[config.mk]
export PLATFORM = sky130hd
export DESIGN_NAME = hdlc_frame_bit_encoder
export DESIGN_NICKNAME = d
export VERILOG_FILES = /design/src/hdl/hfbe_pkg.sv /design/src/hdl/hfbe_crc.sv /design/src/hdl/hfbe_shifter.sv /design/src/hdl/hdlc_frame_bit_encoder.sv
export VERILOG_INCLUDE_DIRS = /design/src /design/src/hdl
export SDC_FILE = /design/constraint.sdc
export NUM_CORES = 1
export LEC_CHECK = 0
export BUFFER_PORTS_ARGS = -buffer_cell sky130_fd_sc_hd__buf_2
export CAP_MARGIN = 10
export CORE_UTILIZATION = 35
export CTS_CLUSTER_DIAMETER = 60
export CTS_CLUSTER_SIZE = 25
export DETAILED_ROUTE_END_ITERATION = 8
export GPL_TIMING_DRIVEN = 0
export SLEW_MARGIN = 20
export SYNTH_ARGS = -nofsm -noshare
export SYNTH_HDL_FRONTEND = slang
export SYNTH_SLANG_ARGS = --single-unit
[constraint.sdc]
create_clock -name aclk -period 1.9 [get_ports aclk]
set_input_delay 0.285 -clock aclk [delete_from_list [all_inputs] [get_ports aclk]]
set_output_delay 0.285 -clock aclk [all_outputs]
set_load 0.005 [all_outputs]
[src/hdl/hdlc_frame_bit_encoder_defines.svh]
// Assertion macros shared by the HDLC frame bit encoder RTL.
`ifndef HDLC_FRAME_BIT_ENCODER_DEFINES_SVH
`define HDLC_FRAME_BIT_ENCODER_DEFINES_SVH

`ifndef SYNTHESIS
`define HFBE_ASSERT(lbl, prop) \
    lbl: assert property (@(posedge aclk) disable iff (!aresetn) prop) \
        else $error("hfbe: assertion failed");
`define HFBE_ASSERT_ALWAYS(lbl, prop) \
    lbl: assert property (@(posedge aclk) prop) \
        else $error("hfbe: assertion failed");
`else
`define HFBE_ASSERT(lbl, prop)
`define HFBE_ASSERT_ALWAYS(lbl, prop)
`endif

`endif

[src/hdl/hfbe_pkg.sv]
// Types and constants shared by the HDLC frame bit encoder modules.
package hfbe_pkg;

    localparam logic [15:0] CRC_POLY  = 16'h8408;
    localparam logic [15:0] CRC_INIT  = 16'hFFFF;
    localparam logic [7:0]  FLAG_BYTE = 8'h7E;
    localparam logic [2:0]  STUFF_RUN = 3'd5;

    typedef struct packed {
        logic init;
        logic step;
        logic bit_in;
    } crc_ctrl_t;

    typedef struct packed {
        logic       load;
        logic       step;
        logic [7:0] load_val;
    } shift_ctrl_t;

    typedef struct packed {
        logic cur_bit;
        logic first_pos;
        logic last_pos;
    } shift_stat_t;

endpackage

[src/hdl/hfbe_crc.sv]
// Bit-serial reflected CRC-16 unit, one payload bit per step.
module hfbe_crc (
    input  logic               aclk,
    input  logic               aresetn,
    input  hfbe_pkg::crc_ctrl_t ctrl,
    output logic [15:0]        crc,
    output logic [15:0]        crc_upd
);
    import hfbe_pkg::*;

    logic [15:0] crc_reg;
    logic [15:0] crc_next;
    logic        fb;

    // Value the register takes if the current bit is shifted in.
    assign fb      = crc_reg[0] ^ ctrl.bit_in;
    assign crc_upd = {1'b0, crc_reg[15:1]} ^ (fb ? CRC_POLY : 16'h0000);

    always_comb begin
        crc_next = crc_reg;
        if (ctrl.init) begin
            crc_next = CRC_INIT;
        end else if (ctrl.step) begin
            crc_next = crc_upd;
        end
    end

    always_ff @(posedge aclk) begin
        if (!aresetn) begin
            crc_reg <= CRC_INIT;
        end else begin
            crc_reg <= crc_next;
        end
    end

    assign crc = crc_reg;

endmodule

[src/hdl/hfbe_shifter.sv]
// Shared byte shifter that hands out one bit per step, LSB first.
module hfbe_shifter (
    input  logic                  aclk,
    input  logic                  aresetn,
    input  hfbe_pkg::shift_ctrl_t ctrl,
    output hfbe_pkg::shift_stat_t stat
);
    import hfbe_pkg::*;

    logic [7:0] sh_reg;
    logic [7:0] sh_next;
    logic [2:0] cnt_reg;
    logic [2:0] cnt_next;

    always_comb begin
        sh_next  = sh_reg;
        cnt_next = cnt_reg;
        if (ctrl.load) begin
            sh_next  = ctrl.load_val;
            cnt_next = 3'd0;
        end else if (ctrl.step) begin
            sh_next  = {1'b0, sh_reg[7:1]};
            cnt_next = cnt_reg + 3'd1;
        end
    end

    always_ff @(posedge aclk) begin
        sh_reg <= sh_next;
        if (!aresetn) begin
            cnt_reg <= 3'd0;
        end else begin
            cnt_reg <= cnt_next;
        end
    end

    assign stat.cur_bit   = sh_reg[0];
    assign stat.first_pos = (cnt_reg == 3'd0);
    assign stat.last_pos  = (cnt_reg == 3'd7);

endmodule

[src/hdl/hdlc_frame_bit_encoder.sv]
// Top level of the HDLC frame bit encoder: sequencer, stuffing and output word register.
// An accepted word loads the shifter, whose bits then go to the output word register.
// Throughput: one line bit per cycle while m_ready does not hold off, from a single
// shared byte shifter; the next word waits until all bits are out. Bits per word:
// 8 to 10 mid-frame, up to 17 with the opening flag, up to 44 if it closes the frame.
// Reset (aresetn low, synchronous): idle, outside a frame, CRC at 0xFFFF, no word pending.
module hdlc_frame_bit_encoder (
    input  logic       aclk,
    input  logic       aresetn,
    input  logic       s_valid,
    output logic       s_ready,
    input  logic [7:0] s_data_byte,
    input  logic       s_last_byte,
    output logic       m_valid,
    input  logic       m_ready,
    output logic       m_out_bit,
    output logic       m_frame_begin,
    output logic       m_frame_end,
    output logic       m_run_last
);
    import hfbe_pkg::*;

`include "hdlc_frame_bit_encoder_defines.svh"

    // Sequencer phases: each non-idle phase walks one byte through the shifter.
    localparam logic [2:0] PH_IDLE  = 3'd0;
    localparam logic [2:0] PH_OFLAG = 3'd1;
    localparam logic [2:0] PH_DATA  = 3'd2;
    localparam logic [2:0] PH_FCSLO = 3'd3;
    localparam logic [2:0] PH_FCSHI = 3'd4;
    localparam logic [2:0] PH_CFLAG = 3'd5;

    logic [2:0] ph_reg,      ph_next;
    logic [7:0] data_reg,    data_next;
    logic       last_reg,    last_next;
    logic       inframe_reg, inframe_next;
    logic [2:0] ones_reg,    ones_next;
    logic       stuff_reg,   stuff_next;

    logic       m_valid_reg, m_valid_next;
    logic       m_bit_reg,   m_bit_next;
    logic       m_begin_reg, m_begin_next;
    logic       m_end_reg,   m_end_next;
    logic       m_rlast_reg, m_rlast_next;

    logic        out_free;
    logic        accept;
    logic        emit;
    logic        stuff_set;
    logic [2:0]  ones_inc;
    logic [15:0] crc;
    logic [15:0] crc_upd;

    crc_ctrl_t   crc_ctrl;
    shift_ctrl_t sh_ctrl;
    shift_stat_t sh_stat;

    hfbe_crc u_crc (
        .aclk    (aclk),
        .aresetn (aresetn),
        .ctrl    (crc_ctrl),
        .crc     (crc),
        .crc_upd (crc_upd)
    );

    hfbe_shifter u_shifter (
        .aclk    (aclk),
        .aresetn (aresetn),
        .ctrl    (sh_ctrl),
        .stat    (sh_stat)
    );

    // The output word register frees up when it is empty or being taken this cycle.
    assign out_free = !m_valid_reg || m_ready;
    // A new input word is taken only once every bit of the previous one is out,
    // including a stuffed zero that may still trail the final data bit.
    assign s_ready  = (ph_reg == PH_IDLE) && !stuff_reg;
    assign accept   = s_valid && s_ready;
    // A bit is produced whenever there is one to send and room to put it.
    assign emit     = ((ph_reg != PH_IDLE) || stuff_reg) && out_free;
    assign ones_inc = ones_reg + 3'd1;

    always_comb begin
        ph_next      = ph_reg;
        data_next    = data_reg;
        last_next    = last_reg;
        inframe_next = inframe_reg;
        ones_next    = ones_reg;
        stuff_next   = stuff_reg;
        stuff_set    = 1'b0;

        m_valid_next = m_valid_reg;
        m_bit_next   = m_bit_reg;
        m_begin_next = m_begin_reg;
        m_end_next   = m_end_reg;
        m_rlast_next = m_rlast_reg;

        crc_ctrl = '0;
        sh_ctrl  = '0;

        if (m_ready) begin
            m_valid_next = 1'b0;
        end

        if (accept) begin
            data_next = s_data_byte;
            last_next = s_last_byte;
            if (!inframe_reg) begin
                // First word of a frame: restart the CRC and open with a flag.
                ph_next          = PH_OFLAG;
                sh_ctrl.load     = 1'b1;
                sh_ctrl.load_val = FLAG_BYTE;
                crc_ctrl.init    = 1'b1;
                ones_next        = 3'd0;
                inframe_next     = 1'b1;
            end else begin
                ph_next          = PH_DATA;
                sh_ctrl.load     = 1'b1;
                sh_ctrl.load_val = s_data_byte;
            end
        end

        if (emit) begin
            m_valid_next = 1'b1;
            m_begin_next = 1'b0;
            m_end_next   = 1'b0;
            m_rlast_next = 1'b0;
            if (stuff_reg) begin
                // A stuffed zero goes first; in idle it is the tail of the word.
                m_bit_next   = 1'b0;
                m_rlast_next = (ph_reg == PH_IDLE);
                stuff_next   = 1'b0;
                ones_next    = 3'd0;
            end else begin
                m_bit_next   = sh_stat.cur_bit;
                sh_ctrl.step = 1'b1;
                // Payload and CRC bits are stuffed; flag bits are not.
                if (ph_reg inside {PH_DATA, PH_FCSLO, PH_FCSHI}) begin
                    if (sh_stat.cur_bit) begin
                        if (ones_inc == STUFF_RUN) begin
                            stuff_set  = 1'b1;
                            stuff_next = 1'b1;
                            ones_next  = 3'd0;
                        end else begin
                            ones_next = ones_inc;
                        end
                    end else begin
                        ones_next = 3'd0;
                    end
                end
                case (ph_reg)
                    PH_OFLAG: begin
                        m_begin_next = sh_stat.first_pos;
                        if (sh_stat.last_pos) begin
                            ph_next          = PH_DATA;
                            sh_ctrl.load     = 1'b1;
                            sh_ctrl.load_val = data_reg;
                        end
                    end
                    PH_DATA: begin
                        crc_ctrl.step   = 1'b1;
                        crc_ctrl.bit_in = sh_stat.cur_bit;
                        if (sh_stat.last_pos) begin
                            if (last_reg) begin
                                // CRC after this final payload bit, complemented.
                                ph_next          = PH_FCSLO;
                                sh_ctrl.load     = 1'b1;
                                sh_ctrl.load_val = ~crc_upd[7:0];
                            end else begin
                                ph_next      = PH_IDLE;
                                m_rlast_next = !stuff_set;
                            end
                        end
                    end
                    PH_FCSLO: begin
                        if (sh_stat.last_pos) begin
                            ph_next          = PH_FCSHI;
                            sh_ctrl.load     = 1'b1;
                            sh_ctrl.load_val = ~crc[15:8];
                        end
                    end
                    PH_FCSHI: begin
                        if (sh_stat.last_pos) begin
                            ph_next          = PH_CFLAG;
                            sh_ctrl.load     = 1'b1;
                            sh_ctrl.load_val = FLAG_BYTE;
                        end
                    end
                    PH_CFLAG: begin
                        if (sh_stat.last_pos) begin
                            // Closing flag done: the frame is over.
                            m_end_next    = 1'b1;
                            m_rlast_next  = 1'b1;
                            ph_next       = PH_IDLE;
                            inframe_next  = 1'b0;
                            ones_next     = 3'd0;
                            crc_ctrl.init = 1'b1;
                        end
                    end
                    default: begin
                        ph_next = PH_IDLE;
                    end
                endcase
            end
        end
    end

    always_ff @(posedge aclk) begin
        data_reg   <= data_next;
        last_reg   <= last_next;
        m_bit_reg  <= m_bit_next;
        m_begin_reg <= m_begin_next;
        m_end_reg  <= m_end_next;
        m_rlast_reg <= m_rlast_next;
        if (!aresetn) begin
            ph_reg      <= PH_IDLE;
            inframe_reg <= 1'b0;
            ones_reg    <= 3'd0;
            stuff_reg   <= 1'b0;
            m_valid_reg <= 1'b0;
        end else begin
            ph_reg      <= ph_next;
            inframe_reg <= inframe_next;
            ones_reg    <= ones_next;
            stuff_reg   <= stuff_next;
            m_valid_reg <= m_valid_next;
        end
    end

    assign m_valid       = m_valid_reg;
    assign m_out_bit     = m_bit_reg;
    assign m_frame_begin = m_begin_reg;
    assign m_frame_end   = m_end_reg;
    assign m_run_last    = m_rlast_reg;

    `HFBE_ASSERT(a_ones_below_run, ones_reg < STUFF_RUN)
    `HFBE_ASSERT(a_busy_after_accept, accept |=> !s_ready)
    `HFBE_ASSERT(a_stuffed_bit_zero, (emit && stuff_reg) |=> (m_valid && !m_out_bit))
    `HFBE_ASSERT(a_end_closes_word, (m_valid && m_frame_end) |-> (m_run_last && !m_out_bit))
    `HFBE_ASSERT(a_begin_not_end, m_valid |-> !(m_frame_begin && m_frame_end))
    `HFBE_ASSERT_ALWAYS(a_reset_idle, !aresetn |=> (s_ready && !m_valid))

endmodule
# [Word-level counts from Yosys, hierarchy flattened]
# Cells that the tools add are included.
[totals] regBits=49 in_bits=13 elab_cells=112
[op_classes] add_sub_neg=2 eq_ne=7 n_mux=63 bitwise=7 n_reduce_logical=19
[op_table] cell="two-way mux 8 bit" count=9
[op_table] cell="two-way mux 3 bit" count=19
[op_table] cell="case mux 8 bit (4 select lines)" count=1
[op_table] cell="two-way mux 1 bit" count=25
[op_table] cell="two-way mux 10 bit" count=2
[op_table] cell="two-way mux 16 bit" count=1
[op_table] cell="inverter 8 bit" count=2
[op_table] cell="XOR 15 x 16 -> 16 bit" count=1
[op_table] cell="case mux 3 bit (5 select lines)" count=1
[op_table] cell="== test 3 bit (second input constant)" count=4
[op_table] cell="OR reduction 2 bit" count=4
[op_table] cell="adder 3 x 1 -> 3 bit (second input constant)" count=2
[op_table] cell="== test 3 x 2 -> 1 bit (second input constant)" count=2
[op_table] cell="zero test 3 bit" count=2
[op_table] cell="two-way mux 2 bit" count=3
[op_table] cell="nonzero test 3 bit" count=2
[op_table] cell="case mux 1 bit (2 select lines)" count=2
[op_table] cell="nonzero test 2 bit" count=2
[op_table] cell="== test 3 x 1 -> 1 bit (second input constant)" count=1
[op_table] cell="logical AND 1 bit" count=3
[op_table] cell="zero test 1 bit" count=3
[op_table] cell="inverter 1 bit" count=3
[op_table] cell="OR reduction 3 bit" count=1
[op_table] cell="logical OR 1 bit" count=2
[op_table] cell="XOR 1 bit" count=1

# [Logic depth before layout (Yosys ltp)]
# Gate-level depths: netlist of run 1.
[logic_depth] word_depth=19 depth_mapped=8 ltp_nobuf=7

# [Modules after synthesis]
# A second synthesis of run 1 with hierarchy kept.
[unflattened] hier_cells=273 area_unflattened_um2=2683.8
[by_module_without_submodules] module="hdlc_frame_bit_encoder" n_inst=1 cells_each=164 area_per_inst_um2=1393.8
[by_module_without_submodules] module="hfbe_crc" n_inst=1 cells_each=74 area_per_inst_um2=747.0
[by_module_without_submodules] module="hfbe_shifter" n_inst=1 cells_each=35 area_per_inst_um2=543.0

# [Least setup slack after synthesis of run 1]
# No wires, ideal clock.
[synth_timing] kind="register to register" startpoint="reg u_shifter.cnt_reg[0]" endpoint="reg u_shifter.sh_reg[0], data pin" arrival_ns=1.642 required_ns=1.633 path_slack_ns=-0.009 path_stages_with_launch=9 n_path_buf=1 period_less_slack_ns=1.909 cell_sequence="dfxtp_1 > ha_1 > ha_1 > inv_1 > nor3_2 > o21a_2 > or2_2 > clkbuf_2 > o211ai_1"
[synth_lines] element="start, declared" line_no="hfbe_shifter.sv:12" rtl="logic [2:0] cnt_reg;"
[synth_lines] element="start signal, assigned" line_no="hfbe_shifter.sv:32" rtl="cnt_reg <= cnt_next;"
[synth_lines] element="end signal, assigned" line_no="hfbe_shifter.sv:28" rtl="sh_reg <= sh_next;"
[synth_lines] element="end, declared" line_no="hfbe_shifter.sv:10" rtl="logic [7:0] sh_reg;"

==> metrics.md, run 1 <==
| Metric | Value |
|---|---|
| Status | `complete, no violations` |
| Final Setup Violations | `0` |
| Startpoint Class | `flip-flop` |
| CTS tree | `yes` |
| Relative slew slack | `58.2%` |
| Highest Clock Rate | `533 MHz` |
| Share of cells above drive strength 1 | `23.5%` |
| Hpwl dp | `4520 um` |
| Syn_nets | `301` |
| Max Slew Vio Count | `0` |
| Final Hold Fails | `0` |
| Placement Cell Area | `0.00283 mm2` |
| Total grt overflow | `0` |
| Max IR drop VDD | `0.000299 V` |
| Critical-path top delay cell | `dfxtp_1` |
| Clock share of power | `25.4%` |
| Worst-path maximum fanout | `10` |
| Worst reg2reg startpoint | `u_shifter.cnt_reg[1]` |
| Average vias per placed instance | `5.21` |
| Tmin final | `1.88 ns` |
| Post-synthesis cell area | `0.00262 mm2` |
| Worst path arrival time | `1.95 ns` |
| Port Buf Inserts | `18` |
| Leakage Power | `1.23 nW` |
| Number of synthesized flops with an enable pin | `21` |
| P&R area growth vs syn | `20.6%` |
| Hold Path Class | `input port to flip-flop` |
| Routed len/inst | `15.8 um` |
| ANT nets after route | `0` |
| Reg2reg path depth | `7` |
| Num Clock Sinks | `49` |
| Num CTS Buffers | `5` |
| Die Ht | `88.5 um` |
| Most frequent cells in the layout | `35 x nand2_1, 27 x nor2_1, 25 x dfxtp_1` |
| Starting DRT DRC Count | `136` |
| WP depth | `7` |
| Req. time, crit path | `1.98 ns` |
| Clock Latency Late Sink | `0.32 ns` |
| Seq cells post-synth | `49` |
| Commonest non-fill, non-tap cell in the layout | `nand2_1` |
| Final period util | `98.7%` |
| Placer Congestion | `0.815` |
| Final #Nets | `336` |
| Power per cell area | `835 mW/mm2` |
| Pin count of the biggest net entering global routing | `19` |
| Power consumption | `0.00264 W` |
| Worst Skew | `0.0116 ns` |
| Reg power frac | `48.8%` |
| Crit-path cells | `ha_2, ha_4, clkbuf_4, a21oi_1, o31ai_1, o221ai_1, o21a_1` |
| Initial core utilization | `36.1%` |
| Comb power frac | `25.8%` |
| Max stage delay on crit path | `0.36 ns` |
| Avg Cell Area, Syn | `9.26 um2` |
| Core Region | `0.00725 mm2` |
| CTS root buffer | `clkbuf_8` |
| Slew @ Worst Pin | `0.627 ns` |
| Crit path max-delay family | `compound AO/OA/AOI/OAI gates` |
| Finished Cell Area | `0.00316 mm2` |
| Vias | `2179` |
| First-pass GRT wire length | `10500 um` |
| # rows | `31` |
| # IOs | `19` |
| Residual DRC count | `0` |
| Max_cap viols | `0` |
| CTS H-Tree Depth | `2` |
| Tot GR Track Use | `18.1%` |
| Switching share of total power | `32.0%` |
| Int Power | `0.00179 W` |
| Psw | `0.000845 W` |
| Reg2Reg Setup Slack | `0.02 ns` |
| Ys Warns | `0` |
| Max Root-Sink Buffers | `2` |
| DRT Pass-1 Iters | `4` |
| Register area share after synthesis | `45.5%` |
| Die width | `88.5 um` |
| Vias in the first global route | `1997` |
| Synth cell types | `55` |
| Worst setup path end | `u_shifter.sh_reg[1]` |
| Synthesized instance count | `283` |
| Ys async rst share | `0%` |
| Drt total wl | `6600 um` |
| Crit Path Class | `flip-flop to flip-flop` |
| CP bufs+invs | `1` |
| CP Capture Type | `flip-flop` |
| FF-to-FF End | `u_shifter.sh_reg[1]` |
| Antenna diodes | `0` |
| Die area | `0.00784 mm2` |
| Max reg flops | `16` |
| RSZ-0062 raised after global routing | `yes` |
| CP Launch Point | `u_shifter.cnt_reg[1]` |
| Clk slew on worst S/H paths | `0.09 ns` |
| Antenna violations before repair | `0` |
| Synth Flop Type | `dfxtp_1` |
## worst min-delay path by stage
stage,startpoint,endpoint,depth (start not counted),slack [ns]
floorplan,s_data_byte[0],data_reg[0],0,0.38
global placement,ones_reg[2],ones_reg[2],1,0.46
detailed placement,s_last_byte,last_reg,1,0.46
CTS,s_last_byte,last_reg,1,0.13
global route,s_last_byte,last_reg,1,0.13
finish,s_last_byte,last_reg,1,0.14
## repair_timing
action,4_1_cts,5_1_grt
buffers inserted,3,8
endpoints found under the hold margin,0,0
gates resized for setup,19,22
cloned,0,0
hold buffers,0,0
setup endpoints to repair,39,19
pin swaps,3,5
## through the flow
stage / std cells / setup TNS (ns) / worst slack, ns / util (%) / hold slack, ns
after global routing: 418 / -0.0779 / -0.0312 / 43.6 / 0.134
after CTS: 410 / 0 / 0.000134 / 41.6 / 0.134
after global placement: 400 / -6.20 / -0.400 / 39.1 / 0.456
final: 418 / 0 / 0.0241 / 43.6 / 0.142
after floorplan: 283 / -0.0261 / -0.00927 / - / 0.384
after detailed placement: 400 / -6.84 / -0.419 / 39.1 / 0.464
## cell usage after synthesis (6+ instances only)
cell type  instances  share of area [%]
a21oi_1           11                2.1
a31oi_1            7                1.7
clkbuf_1           8                1.1
dfxtp_1           28                 21
edfxtp_1          21                 24
inv_1             11                1.6
nand2_1           35                5.0
nand2b_1          16                3.8
nand3_1           16                3.1
nor2_1            27                3.9
o21a_1             6                1.7
o21ai_0            7                1.3
o31ai_1            6                1.7
## worst register-to-register path, stage by stage, from the launching register on
cell      delay, ns
dfxtp_1        0.36
ha_2           0.21
ha_4           0.18
clkbuf_4       0.20
a21oi_1        0.08
o31ai_1        0.28
o221ai_1       0.19
o21a_1         0.14
## layer usage
metal | vias up | global-route usage, % | wire (um)
met1 | 1033 | 26.0 | 3220
met5 | - | 0 | 0
li1 | 1081 | - | -
met2 | 57 | 26.3 | 2950
met4 | 0 | 7.48 | 117
met3 | 8 | 3.73 | 319
## power by group through the flow
stage                     registers, W  logic (W)  clock network (W)
after floorplan                0.00129   0.000413                  0
final                          0.00129   0.000680           0.000670
after detailed placement       0.00131   0.000563                  0
after CTS                      0.00129   0.000598           0.000684
after global placement         0.00131   0.000563                  0
after global routing           0.00130   0.000744           0.000731
## final cells by class
type | count | area (um2)
Inverter | 12 | 50.0
Timing Repair Buffer | 29 | 173
Buffer | 18 | 154
Tap cell | 99 | 124
Clock buffer | 5 | 68.8
Multi-Input combinational cell | 203 | 1370
Fill cell | 707 | 4090
Clock inverter | 3 | 23.8
Sequential cell | 49 | 1190
## logic make-up (layout without fill, tap and decap cells)
logic type                 count (synthesis)  count (layout)  synth area share [%]
muxes                                      5               5                  1.91
xor gates and xnor gates                   4               4                  1.34
AOI/OAI and AO/OA                         61              61                  16.4
and+or+nand+nor                          128             128                  26.2
DFF                                       49              49                  45.5
buffers and inverters                     31              67                  6.26
adders and majority gates                  5               5                  2.39
Power figures use the tool's default switching activity.
==> run 2: changes to the inputs <==
--- a/config.mk
+++ b/config.mk
@@ -12,8 +12,8 @@
 export CTS_CLUSTER_DIAMETER = 60
 export CTS_CLUSTER_SIZE = 25
 export DETAILED_ROUTE_END_ITERATION = 8
-export GPL_TIMING_DRIVEN = 0
 export SLEW_MARGIN = 20
 export SYNTH_ARGS = -nofsm -noshare
 export SYNTH_HDL_FRONTEND = slang
 export SYNTH_SLANG_ARGS = --single-unit
+export TNS_END_PERCENT = 10
==> run 2 against run 1 <==
- non-clock buffer count grew 9
- wire length shrank 6.2%
- clock power grew 4.6%
- setup slack gained 0.071 ns
- final cell count grew 2.2%
- via count is essentially flat
- largest power group unchanged
- critical path type unchanged
==> metrics.md, run 2 (same netlist as run 1, synthesis figures left out) <==
| Metric | Value |
|---|---|
| Die width | `88.5 um (unchanged)` |
| Port Buf Inserts | `18 (unchanged)` |
| Worst-path maximum fanout | `6 (-4)` |
| Tmin final | `1.80 ns (-0.0713 ns)` |
| Max stage delay on crit path | `0.35 ns (about the same)` |
| CP Capture Type | `flip-flop` |
| Crit Path Class | `flip-flop to flip-flop` |
| Num Clock Sinks | `49 (unchanged)` |
| Switching share of total power | `29.1% (-3.0 points)` |
| CTS H-Tree Depth | `2 (unchanged)` |
| Power per cell area | `828 mW/mm2 (-0.78%)` |
| Initial core utilization | `36.1% (unchanged)` |
| CTS tree | `yes` |
| Max_cap viols | `0 (unchanged)` |
| Final Hold Fails | `0 (unchanged)` |
| CTS root buffer | `clkbuf_8` |
| Worst path arrival time | `1.86 ns (-0.09 ns)` |
| Antenna violations before repair | `0 (unchanged)` |
| # IOs | `19 (unchanged)` |
| Share of cells above drive strength 1 | `26.2% (+2.7 points)` |
| Routed len/inst | `14.5 um (-8.2%)` |
| Critical-path top delay cell | `dfxtp_1` |
| Num CTS Buffers | `5 (unchanged)` |
| Status | `complete, no violations` |
| Clock Latency Late Sink | `0.30 ns (-0.02 ns)` |
| Cts hold-fix bufs | `0 (unchanged)` |
| DRT Pass-1 Iters | `4 (unchanged)` |
| Psw | `0.000764 W (-9.6%)` |
| Vias | `2180 (+0.046%)` |
| Relative slew slack | `65.5% (+7.3 points)` |
| # rows | `31 (unchanged)` |
| Total grt overflow | `0 (unchanged)` |
| Startpoint Class | `flip-flop` |
| Crit-path cells | `ha_2, ha_4, buf_4, a21oi_1, o31ai_1, o221ai_1, o21a_1` |
| Max Root-Sink Buffers | `2 (unchanged)` |
| Int Power | `0.00186 W (+3.9%)` |
| First-pass GRT wire length | `10300 um (-2.4%)` |
| Die Ht | `88.5 um (unchanged)` |
| Die area | `0.00784 mm2 (unchanged)` |
| Max IR drop VDD | `0.000354 V (+19%)` |
| Pin count of the biggest net entering global routing | `19 (unchanged)` |
| Max Slew Vio Count | `0 (unchanged)` |
| ANT nets after route | `0 (unchanged)` |
| Max reg flops | `16 (unchanged)` |
| Average vias per placed instance | `5.11 (-2.1%)` |
| Core Region | `0.00725 mm2 (unchanged)` |
| Commonest non-fill, non-tap cell in the layout | `buf_4` |
| Starting DRT DRC Count | `185 (+36%)` |
| Placer Congestion | `0.864 (+6.0%)` |
| Clk slew on worst S/H paths | `0.09 ns (about the same)` |
| Worst Skew | `0.0107 ns (-0.000858 ns)` |
| RSZ-0062 raised after global routing | `yes` |
| Req. time, crit path | `1.96 ns (-0.02 ns)` |
| Antenna diodes | `0 (unchanged)` |
| CP bufs+invs | `1 (unchanged)` |
| Drt total wl | `6190 um (-6.2%)` |
| Reg power frac | `49.3% (+0.5 points)` |
| Non-filler cells, final | `427 (+2.2%)` |
| Crit path max-delay family | `compound AO/OA/AOI/OAI gates` |
| P&R area growth vs syn | `21.0%` |
| Clock share of power | `26.7% (+1.3 points)` |
| Highest Clock Rate | `554 MHz (+4.0%)` |
| Hold Path Class | `input port to flip-flop` |
| Residual DRC count | `0 (unchanged)` |
| Tot GR Track Use | `17.4% (-0.68 points)` |
| Final period util | `95.0% (-3.8 points)` |
| Most frequent cells in the layout | `37 x buf_4, 35 x nand2_1, 27 x nor2_1` |
| Slew @ Worst Pin | `0.513 ns (-0.114 ns)` |
| Vias in the first global route | `2079 (+4.1%)` |
| Comb power frac | `24.1% (-1.7 points)` |
| Leakage Power | `1.29 nW (+4.9%)` |
| Final Setup Violations | `0 (unchanged)` |
| Hpwl dp | `4750 um (+5.1%)` |
| Fin util | `43.7% (+0.16 points)` |
| Cells after DPL | `419 (+4.8%)` |
| Final #Nets | `345 (+2.7%)` |
run 2: cell count changes in the layout (fill, tap and decap cells not counted), moves of 2 or more:
cell,delta
nor3_4,-2
clkbuf_1,-5
o221ai_1,+2
o221ai_2,-2
nor3_2,+2
buf_6,-8
buf_4,+25
run 2: routing by layer:
| layer | vias to the layer above | share of wire, % | track usage [%] |
|---|---|---|---|
| li1 | 1099 | - | - |
| met1 | 1010 | 49 | 24.4 |
| met2 | 62 | 45 | 26.3 |
| met3 | 9 | 4.9 | 3.92 |
| met4 | 0 | 1.4 | 6.16 |
| met5 | - | 0 | 0 |
run 2: worst paths after layout:
kind              depth (start not counted)                  from  slack (ns)             endpoint
setup / recovery                          7  u_shifter.cnt_reg[0]         0.1  u_shifter.sh_reg[5]
hold / removal                            1           s_last_byte        0.15             last_reg
setup reg to reg                          7  u_shifter.cnt_reg[0]         0.1  u_shifter.sh_reg[5]
hold reg to reg                           1           ones_reg[2]        0.48          ones_reg[2]
run 2: area by class of cell:
cell class              count  area, um2
fillers                   716       4080
multi-input cells         203       1310
flip-flops and latches     49       1190
repair buffers             56        388
well taps                  99        124
clock buffers               6       93.8
inverters                  12       46.3
clock inverters             2       15.0
run 2: through the flow:
step | setup TNS [ns] | instance area [um2] | setup slack (ns) | power, W | hold slack [ns]
6_report | 0 | 3170 | 0.0955 | 0.00263 | 0.152
5_1_grt | -0.0151 | 3170 | -0.00942 | 0.00277 | 0.135
4_1_cts | 0 | 3140 | 0.00467 | 0.00265 | 0.139
3_5_place_dp | -0.00486 | 3020 | -0.00486 | 0.00194 | 0.463
3_3_place_gp | 0 | 3020 | 0.0320 | 0.00193 | 0.457
2_1_floorplan | -0.0261 | 2620 | -0.00927 | 0.00171 | 0.384
run 2: power groups by stage:
stage | Sequential, W | Clock (W) | Combinational [W]
2_1_floorplan | 0.00129 | 0 | 0.000413
3_3_place_gp | 0.00132 | 0 | 0.000611
3_5_place_dp | 0.00132 | 0 | 0.000618
4_1_cts | 0.00129 | 0.000732 | 0.000624
5_1_grt | 0.00131 | 0.000767 | 0.000700
6_report | 0.00129 | 0.000701 | 0.000632
run 2: what timing repair did:
action	4_1_cts	5_1_grt
setup endpoints to repair	1	25
setup buffers	0	0
pin swaps	0	2
resized for setup	1	9
gates cloned	0	0
